==> src/rtl/mpc_pkg.sv <==
// ---------------------------------------------------------------------------
// mpc_pkg - shared definitions for the PS/2 mouse packet cursor
// Constants, register indexes and the packet struct used by all modules.
// ---------------------------------------------------------------------------
package mpc_pkg;

	// Cursor coordinate width and screen size register width.
	localparam int COORD_BITS = 13;
	localparam int SIZE_BITS  = 14;

	// Working width for signed position arithmetic: wide enough for a size,
	// a coordinate and a 9-bit delta with sign.
	localparam int CALC_W = ((SIZE_BITS > COORD_BITS) ? SIZE_BITS : COORD_BITS) + 2;

	localparam logic signed [CALC_W-1:0] ONE_C       = CALC_W'(1);
	localparam logic signed [CALC_W-1:0] COORD_MAX_C = CALC_W'((1 << COORD_BITS) - 1);

	// Bit positions inside the packet bytes.
	localparam int SYNC_BIT      = 3;
	localparam int X_SIGN_BIT    = 4;
	localparam int Y_SIGN_BIT    = 5;
	localparam int LEFT_BTN_BIT  = 0;
	localparam int FIFTH_BTN_BIT = 5;

	localparam logic [1:0] FIRST_BYTE = 2'd0;
	localparam logic [1:0] LAST_BYTE  = 2'd3;

	// Configuration register indexes and reset values.
	localparam logic CFG_SCREEN_WIDTH  = 1'b0;
	localparam logic CFG_SCREEN_HEIGHT = 1'b1;

	localparam logic [SIZE_BITS-1:0] WIDTH_RESET  = SIZE_BITS'(1024);
	localparam logic [SIZE_BITS-1:0] HEIGHT_RESET = SIZE_BITS'(768);

	// Packet state handed from the assembler to the cursor stage.
	typedef struct packed {
		logic       complete;
		logic [7:0] b0;
		logic [7:0] b1;
		logic [7:0] b2;
	} pkt_t;

endpackage

==> src/rtl/ps2_mouse_packet_cursor_top.sv <==
// out_valid is registered: the fourth packet byte passes the input register and then
// the result register.
// Throughput: one byte per cycle unless a completed packet is held back, set by the
// input register feeding the result register through one adder and clamp per axis.
// A completed packet waits in the input register while an untaken result is held.
// Reset (arst_n, asynchronous): byte count, cursor position and valids clear,
// screen size returns to 1024 x 768.
// ---------------------------------------------------------------------------
// ps2_mouse_packet_cursor_top - PS/2 mouse packet decoder with cursor
// Gathers 4-byte mouse packets and tracks a clamped cursor position.
// ---------------------------------------------------------------------------
module ps2_mouse_packet_cursor_top (
	input  logic                           clk,
	input  logic                           arst_n,
	input  logic                           cfg_we,
	input  logic                           cfg_index,
	input  logic [mpc_pkg::SIZE_BITS-1:0]  cfg_data,
	input  logic                           in_valid,
	output logic                           in_ready,
	input  logic [7:0]                     rx_byte,
	output logic                           out_valid,
	input  logic                           out_ready,
	output logic [mpc_pkg::COORD_BITS-1:0] cursor_x,
	output logic [mpc_pkg::COORD_BITS-1:0] cursor_y,
	output logic                           plot_white,
	output logic                           plot_green
);
	import mpc_pkg::*;

	logic [SIZE_BITS-1:0] width_q, height_q;
	logic                 valid_s1;
	logic [7:0]           byte_s1;
	logic                 fire, load;
	pkt_t                 pkt;

	always_ff @(posedge clk or negedge arst_n) begin
		if (!arst_n) begin
			width_q  <= WIDTH_RESET;
			height_q <= HEIGHT_RESET;
		end else if (cfg_we) begin
			case (cfg_index)
				CFG_SCREEN_WIDTH:  width_q  <= cfg_data;
				CFG_SCREEN_HEIGHT: height_q <= cfg_data;
				default: ;
			endcase
		end
	end

	// The held byte moves on unless it completes a packet whose result has
	// nowhere to go yet.
	assign fire     = valid_s1 && (!pkt.complete || !out_valid || out_ready);
	assign load     = fire && pkt.complete;
	assign in_ready = !valid_s1 || fire;

	always_ff @(posedge clk or negedge arst_n) begin
		if (!arst_n) begin
			valid_s1 <= 1'b0;
		end else if (in_valid && in_ready) begin
			valid_s1 <= 1'b1;
		end else if (fire) begin
			valid_s1 <= 1'b0;
		end
	end

	always_ff @(posedge clk) begin
		if (in_valid && in_ready) begin
			byte_s1 <= rx_byte;
		end
	end

	mpc_packet u_packet (
		.clk     (clk),
		.arst_n  (arst_n),
		.fire    (fire),
		.byte_in (byte_s1),
		.pkt     (pkt)
	);

	mpc_cursor u_cursor (
		.clk           (clk),
		.arst_n        (arst_n),
		.load          (load),
		.pkt           (pkt),
		.last_byte     (byte_s1),
		.screen_width  (width_q),
		.screen_height (height_q),
		.out_ready     (out_ready),
		.out_valid     (out_valid),
		.cursor_x      (cursor_x),
		.cursor_y      (cursor_y),
		.plot_white    (plot_white),
		.plot_green    (plot_green)
	);

endmodule

==> src/rtl/mpc_packet.sv <==
// ---------------------------------------------------------------------------
// mpc_packet - packet byte assembler
// Counts bytes of a 4-byte packet, drops unsynchronized first bytes and
// holds the first three bytes until the last one arrives.
// ---------------------------------------------------------------------------
module mpc_packet (
	input  logic          clk,
	input  logic          arst_n,
	input  logic          fire,
	input  logic [7:0]    byte_in,
	output mpc_pkg::pkt_t pkt
);
	import mpc_pkg::*;

	logic [1:0] count_q;
	logic [7:0] bytes_q [3];

	always_ff @(posedge clk or negedge arst_n) begin
		if (!arst_n) begin
			count_q <= FIRST_BYTE;
		end else if (fire) begin
			if (count_q == LAST_BYTE) begin
				count_q <= FIRST_BYTE;
			end else if (count_q != FIRST_BYTE || byte_in[SYNC_BIT]) begin
				count_q <= count_q + 2'd1;
			end
		end
	end

	always_ff @(posedge clk) begin
		if (fire && count_q != LAST_BYTE) begin
			bytes_q[count_q] <= byte_in;
		end
	end

	assign pkt.complete = (count_q == LAST_BYTE);
	assign pkt.b0       = bytes_q[0];
	assign pkt.b1       = bytes_q[1];
	assign pkt.b2       = bytes_q[2];

endmodule

==> src/rtl/mpc_cursor.sv <==
// ---------------------------------------------------------------------------
// mpc_cursor - cursor update and result register
// Applies the packet deltas, clamps each axis to the screen and holds the
// result until it is taken.
// ---------------------------------------------------------------------------
module mpc_cursor (
	input  logic                          clk,
	input  logic                          arst_n,
	input  logic                          load,
	input  mpc_pkg::pkt_t                 pkt,
	input  logic [7:0]                    last_byte,
	input  logic [mpc_pkg::SIZE_BITS-1:0] screen_width,
	input  logic [mpc_pkg::SIZE_BITS-1:0] screen_height,
	input  logic                          out_ready,
	output logic                          out_valid,
	output logic [mpc_pkg::COORD_BITS-1:0] cursor_x,
	output logic [mpc_pkg::COORD_BITS-1:0] cursor_y,
	output logic                          plot_white,
	output logic                          plot_green
);
	import mpc_pkg::*;

	// A size of zero behaves as one; sizes past the coordinate range saturate.
	function automatic logic signed [CALC_W-1:0] axis_limit(input logic [SIZE_BITS-1:0] size);
		logic signed [CALC_W-1:0] lim;
		if (size == '0) begin
			lim = '0;
		end else begin
			lim = $signed({{(CALC_W-SIZE_BITS){1'b0}}, size}) - ONE_C;
		end
		if (lim > COORD_MAX_C) begin
			lim = COORD_MAX_C;
		end
		return lim;
	endfunction

	function automatic logic [COORD_BITS-1:0] clamp_axis(input logic signed [CALC_W-1:0] v,
			input logic signed [CALC_W-1:0] hi);
		logic [COORD_BITS-1:0] r;
		if (v < 0) begin
			r = '0;
		end else if (v > hi) begin
			r = hi[COORD_BITS-1:0];
		end else begin
			r = v[COORD_BITS-1:0];
		end
		return r;
	endfunction

	logic [COORD_BITS-1:0]    pos_x_q, pos_y_q;
	logic                     out_valid_q, white_q, green_q;
	logic signed [CALC_W-1:0] dx, dy, sum_x, sum_y;

	assign dx = $signed({{(CALC_W-8){pkt.b0[X_SIGN_BIT]}}, pkt.b1});
	assign dy = $signed({{(CALC_W-8){pkt.b0[Y_SIGN_BIT]}}, pkt.b2});

	assign sum_x = $signed({{(CALC_W-COORD_BITS){1'b0}}, pos_x_q}) + dx;
	assign sum_y = $signed({{(CALC_W-COORD_BITS){1'b0}}, pos_y_q}) - dy;

	always_ff @(posedge clk or negedge arst_n) begin
		if (!arst_n) begin
			pos_x_q     <= '0;
			pos_y_q     <= '0;
			out_valid_q <= 1'b0;
		end else begin
			if (load) begin
				pos_x_q     <= clamp_axis(sum_x, axis_limit(screen_width));
				pos_y_q     <= clamp_axis(sum_y, axis_limit(screen_height));
				out_valid_q <= 1'b1;
			end else if (out_ready) begin
				out_valid_q <= 1'b0;
			end
		end
	end

	always_ff @(posedge clk) begin
		if (load) begin
			white_q <= pkt.b0[LEFT_BTN_BIT];
			green_q <= last_byte[FIFTH_BTN_BIT];
		end
	end

	// The position registers double as the result payload.
	assign out_valid  = out_valid_q;
	assign cursor_x   = pos_x_q;
	assign cursor_y   = pos_y_q;
	assign plot_white = white_q;
	assign plot_green = green_q;

`ifndef SYNTHESIS
	a_load_needs_room: assert property (@(posedge clk) disable iff (!arst_n)
		load |-> (!out_valid_q || out_ready))
		else $error("cursor update while an untaken result is held");

	a_load_sets_valid: assert property (@(posedge clk) disable iff (!arst_n)
		load |=> out_valid_q)
		else $error("result not presented after a cursor update");

	a_hold_position: assert property (@(posedge clk) disable iff (!arst_n)
		(out_valid_q && !out_ready) |=> ($stable(pos_x_q) && $stable(pos_y_q)))
		else $error("cursor moved while a result was stalled");

	a_load_on_complete: assert property (@(posedge clk) disable iff (!arst_n)
		load |-> pkt.complete)
		else $error("cursor update without a complete packet");
`endif

endmodule
==> config.mk <==
export PLATFORM = sky130hd
export DESIGN_NAME = ps2_mouse_packet_cursor_top
export DESIGN_NICKNAME = d
export VERILOG_FILES = /design/src/rtl/mpc_pkg.sv /design/src/rtl/ps2_mouse_packet_cursor_top.sv /design/src/rtl/mpc_packet.sv /design/src/rtl/mpc_cursor.sv
export SDC_FILE = /design/constraint.sdc
export NUM_CORES = 1
export LEC_CHECK = 0
export ABC_AREA = 1
export ABC_CLOCK_PERIOD_IN_PS = 8500
export BUFFER_PORTS_ARGS = -buffer_cell sky130_fd_sc_hd__clkbuf_2
export CORE_ASPECT_RATIO = 0.8
export CORE_MARGIN = 3
export CORE_UTILIZATION = 25
export CTS_BUF_LIST = sky130_fd_sc_hd__clkbuf_16
export CTS_CLUSTER_DIAMETER = 100
export DETAILED_ROUTE_END_ITERATION = 7
export SLEW_MARGIN = 25
export SYNTH_ARGS = -nofsm -noshare
export SYNTH_HDL_FRONTEND = slang
export SYNTH_HIERARCHICAL = 1
export SYNTH_SLANG_ARGS = --single-unit
==> constraint.sdc <==
create_clock -name clk -period 8.5 [get_ports clk]
set_input_delay 1.7 -clock clk [delete_from_list [all_inputs] [get_ports clk]]
set_output_delay 1.7 -clock clk [all_outputs]
set_load 0.01 [all_outputs]
Yosys cells after proc, flatten, opt, wreduce, memory -nomap -nowiden. Memories as Yosys holds them, arrays and structs flattened. Cells that the tools add are included.

Register bits: 68. Latch bits: 0. Bits in writable memories: 24. ROM bits: 0. Input bits: 28. Output and inout bits: 30. Logic and storage cells: 65. Memories: 1.

Add/sub/neg operators: 5. Multipliers: 0. Div/mod/pow operators: 0. Magnitude comparators: 6. Equal/unequal tests: 2. Shift operators: 0. Multiplexer cells: 20. Bitwise gates (word level): 1. Reduce and logical (&&, ||, !) cells: 20.

Memory list: u_packet.bytes_q (depth 3, width 8, rd ports 3, clocked after Yosys merged registers in 0, wr ports 1, line mpc_packet.sv:16) `logic [7:0] bytes_q [3];`.

Operators by type and width (number): $mux W16 (8); $mux W13 (4); $gt A15 B16 Y1 (2); $gt A16 B14 Y1 const B (2); $lt A15 B1 Y1 const B (2); $sub A14 B1 Y15 const B (2); $logic_not A14 Y1 (2); $add A14 B9 Y15 (1); $sub A14 B9 Y15 (1); $reduce_bool A2 Y1 (4); $mux W1 (6); $reduce_and A2 Y1 (3); $logic_and A1 B1 Y1 (4); $logic_or A1 B1 Y1 (4); $mux W2 (2); $logic_not A1 Y1 (3); $add A2 B1 Y2 const B (1); $eq A2 B2 Y1 const B (1); $ne A2 B2 Y1 const B (1); $not A1 Y1 (1).

Longest topological paths before layout.
Depth after elaboration: 13. Gate-level depth with buffers: 24. Gate-level depth less buffers: 23.

Cells and area by module. Netlist, hierarchy kept.

Modules (own cells, without submodules): mpc_cursor (instances 1, cells each 798, area each 4839.6 um2, seq. area each 735.7 um2); ps2_mouse_packet_cursor_top (instances 1, cells each 125, area each 1471.4 um2, seq. area each 969.7 um2); mpc_packet (instances 1, cells each 52, area each 923.4 um2, seq. area each 770.7 um2).

Least setup slack after synthesis. No wires, ideal clock.

Path kind: in2out. From: in out_ready. To: out in_ready. Arrival: 1.910 ns. Slack: 4.890 ns. Stages on the path: 2. Path through: inv_1 -> nand4_1.

Word-level cells in the longest chain between the ends: 3.

RTL lines: start: declaration (line ps2_mouse_packet_cursor_top.sv:22) `input logic out_ready,`; $logic_or A1 B1 Y1 (line ps2_mouse_packet_cursor_top.sv:51) `assign fire = valid_s1 && (!pkt.complete || !out_valid || out_ready);`; $logic_and A1 B1 Y1 (line ps2_mouse_packet_cursor_top.sv:51); $logic_or A1 B1 Y1 (line ps2_mouse_packet_cursor_top.sv:53) `assign in_ready = !valid_s1 || fire;`; end: declaration (line ps2_mouse_packet_cursor_top.sv:19) `output logic in_ready,`.

Every way passes these cells.

Final worst setup path.
From: reg height_q[9]. To: reg u_cursor.pos_y_q[7] (netlist: u_cursor/cursor_y[7]).

Word-level cells in the longest chain between the ends: 9. Elaborated cells on any way between the ends: 10. Classes of those cells: 1 x add/sub; 2 x order compare; 6 x mux; 1 x reduce/logical.

RTL lines: start: declaration (line ps2_mouse_packet_cursor_top.sv:30) `logic [SIZE_BITS-1:0] width_q, height_q;`; start signal: assignment (line ps2_mouse_packet_cursor_top.sv:43) `CFG_SCREEN_HEIGHT: height_q <= cfg_data;`; $sub A14 B1 Y15 or $logic_not A14 Y1 (tied branches) (line mpc_cursor.sv:29, mpc_cursor.sv:26); $mux W16 * (line mpc_cursor.sv:26) `if (size == '0) begin`; $mux W16 * (line mpc_cursor.sv:66) `if (load) begin`; $gt A16 B14 Y1 (line mpc_cursor.sv:31) `if (lim > COORD_MAX_C) begin`; $mux W16 * (line mpc_cursor.sv:31); $mux W16 * (line mpc_cursor.sv:66); $gt A15 B16 Y1 (line mpc_cursor.sv:42) `end else if (v > hi) begin`; $mux W13 * (line mpc_cursor.sv:42); $mux W13 * (line mpc_cursor.sv:40) `if (v < 0) begin`; end signal: assignment (line mpc_cursor.sv:68) `pos_y_q <= clamp_axis(sum_y, axis_limit(screen_height));`; end: declaration (line mpc_cursor.sv:50) `logic [COORD_BITS-1:0] pos_x_q, pos_y_q;`.

Every way passes the cells marked *; elsewhere a longest branch is shown, timed or not. The select of a mux whose other input is x is not followed. A chain may end at the register's enable or synchronous reset.

==> metrics.yaml <==
routing:
  routed_via_density: 4.477
  wl_per_cell_um: 13.55
  drc: 0
  firstDrtPassIters: 5
  drt_iter0_markers: 538
  postRouteWirelength_um: 18820
  vias: 6218
  final_antenna_net_count: 0
timing:
  rsz0062_at_grt: "false"
  max_freq_ghz: 0.2532
  finalCritPeriodShare_pct: 46.47
  hold_slack_ps: 459.1
  fin_skew_ps: 8.225
  finalSetupViolCount: 0
  tightest_slew_ps: 831.4
  drv_slew: 0
  hold_viol: 0
  tns_ps: 0
  post-route-min-period_ps: 3950
  slew_headroom_pct: 44.57
clock_network:
  cts_buffers: 9
  clock_latency_ps: 350
  htree_levels: 3
  cts_tree: "done"
  clk_path_buf_depth: 2
  clock-sinks: 87
  ctsResizeCount: 0
  clk_pin_slew_ps: 70
  hold_buffers: 0
  cts_root_buffer: "clkbuf_16"
  cts_setup_buffers: 0
job:
  max_cap_violations: 0
power_and_ir_drop:
  p_total_uw: 2633
  leakagePower_uw: 0.004162
  p_per_area_nw_per_um2: 329.8
  vdd_drop_max_v: 0.0001003
placement:
  portBuffers: 57
  dpl.hpwl_um: 15090
  gp_congestion: 0.9086
floorplanning:
  die_area_um2: 30410
  placementRows: 54
  initial_utilization_pct: 25.70
  die_h_um: 156.6
  boundaryPins: 58
  core-area_um2: 27570
  die_w_um: 194.2
setup_path:
  end_kind: "flop"
  r2r-end: "u_cursor/cursor_y[7]"
  critPathLaunchType: "flop"
  ff2ff_path_depth: 17
  critPathLaunch: "height_q[9]"
  r2r-start: "height_q[9]"
  cp.required_ps: 8780
  arrival_ps: 4230
  criticalPathCategory: "flop to flop"
  worstPathMaxFanout: 15
  endpoint: "u_cursor/cursor_y[7]"
  regToRegSetupSlack_ps: 4550
grt:
  grt_use_total_pct: 12.52
  grt_pass1_wl_um: 30470
  grt_pass1_vias: 5705
  grt_overflow: 0
  grt_max_degree: 59
  grt_antenna_before_repair: 0
logic_synthesis:
  syn_avg_cell_area_um2: 7.303
  synth_cells: 970
  ys_warn_count: 6
  syn_nets: 1067
  syn_area_um2: 7084
final_layout:
  num_antenna_cells: 0
  fin_nets: 1117
  final_layout_size_suffix_gt1_share_pct: 13.85
  area_delta_synth_final_pct: 12.70
status:
  outcome: "completed"
min_path:
  hold_path_class: "flop to flop"
## registers in the layout, summed over array words and instances, names as in the netlist, 2 cells and up
name,flops
u_cursor/cursor_y,13
u_cursor/cursor_x,13
byte_s1,8
height_q,14
u_packet/count_q,2
width_q,14
u_packet/bytes_q,19
## metal layers
| layer | share of wire (%) | global-route usage (%) |
|---|---|---|
| met2 | 39 | 17.23 |
| met3 | 5.8 | 2.777 |
| met5 | 0 | 0 |
| met1 | 55 | 19.97 |
| met4 | 0.55 | 1.948 |
## worst min path at each step
stage | start | endpoint | cells past startpoint
floorplan | u_packet/bytes_q[0][0] | u_cursor/plot_white | 0
global placement | byte_s1[2] | u_packet/bytes_q[1][2] | 0
detailed placement | byte_s1[6] | u_packet/bytes_q[2][6] | 0
CTS | byte_s1[6] | u_packet/bytes_q[1][6] | 0
global route | byte_s1[2] | u_packet/bytes_q[2][2] | 0
finish | byte_s1[6] | u_packet/bytes_q[2][6] | 0
## cell type report
class / count / area [µm²]
fillers: 3039 / 19580
clock inverters: 7 / 70.07
repair buffers: 59 / 300.3
clock buffers: 9 / 225.2
flip-flops and latches: 87 / 2326
multi-input cells: 715 / 4051
well taps: 364 / 455.4
inverters: 148 / 555.5
## critical path: stages, from the launching register on
cell and delay [ps]:
dfstp_2 570, nor2_1 70, nand2_1 80, nor2_2 60, nand2_1 350, nand4_2 420
inv_2 310, a21oi_1 90, ha_1 320, nand2_1 110, nor3_1 60, nand3_1 60
nand2_1 60, o21ai_1 440, nand2_1 520, nand2_1 170, nand3_1 100, nand2_1 90
## cell usage in the layout (no fill, tap or decap), types with 10 or more instances in the layout
cell type / instances
nand2_1: 293
inv_1: 146
nand3_1: 80
nor2_1: 73
ha_1: 67
clkbuf_2: 57
dfrtp_1: 55
a21oi_1: 34
edfxtp_1: 29
nand4_1: 26
o21ai_2: 26
xor2_1: 21
o21ai_0: 15
nor3_1: 12
nor2_4: 12
nor2_2: 10
## metrics by stage
step	setup WS, ps	instances	cell area (µm²)	util, %
5_1_grt	4093	1389	7984	28.96
4_1_cts	4424	1389	7984	28.96
3_3_place_gp	4666	1373	7689	27.89
2_1_floorplan	4890	970	7084	-
6_report	4550	1389	7984	28.96
3_5_place_dp	4454	1373	7689	27.89
## where the power goes
group          internal, µW  switching, µW  leakage (µW)
clock network           207            194      0.000142
logic                   551           1040       0.00303
registers               536            102      0.000996
total                  1290           1340       0.00416
(Power assumes the default switching activity.)
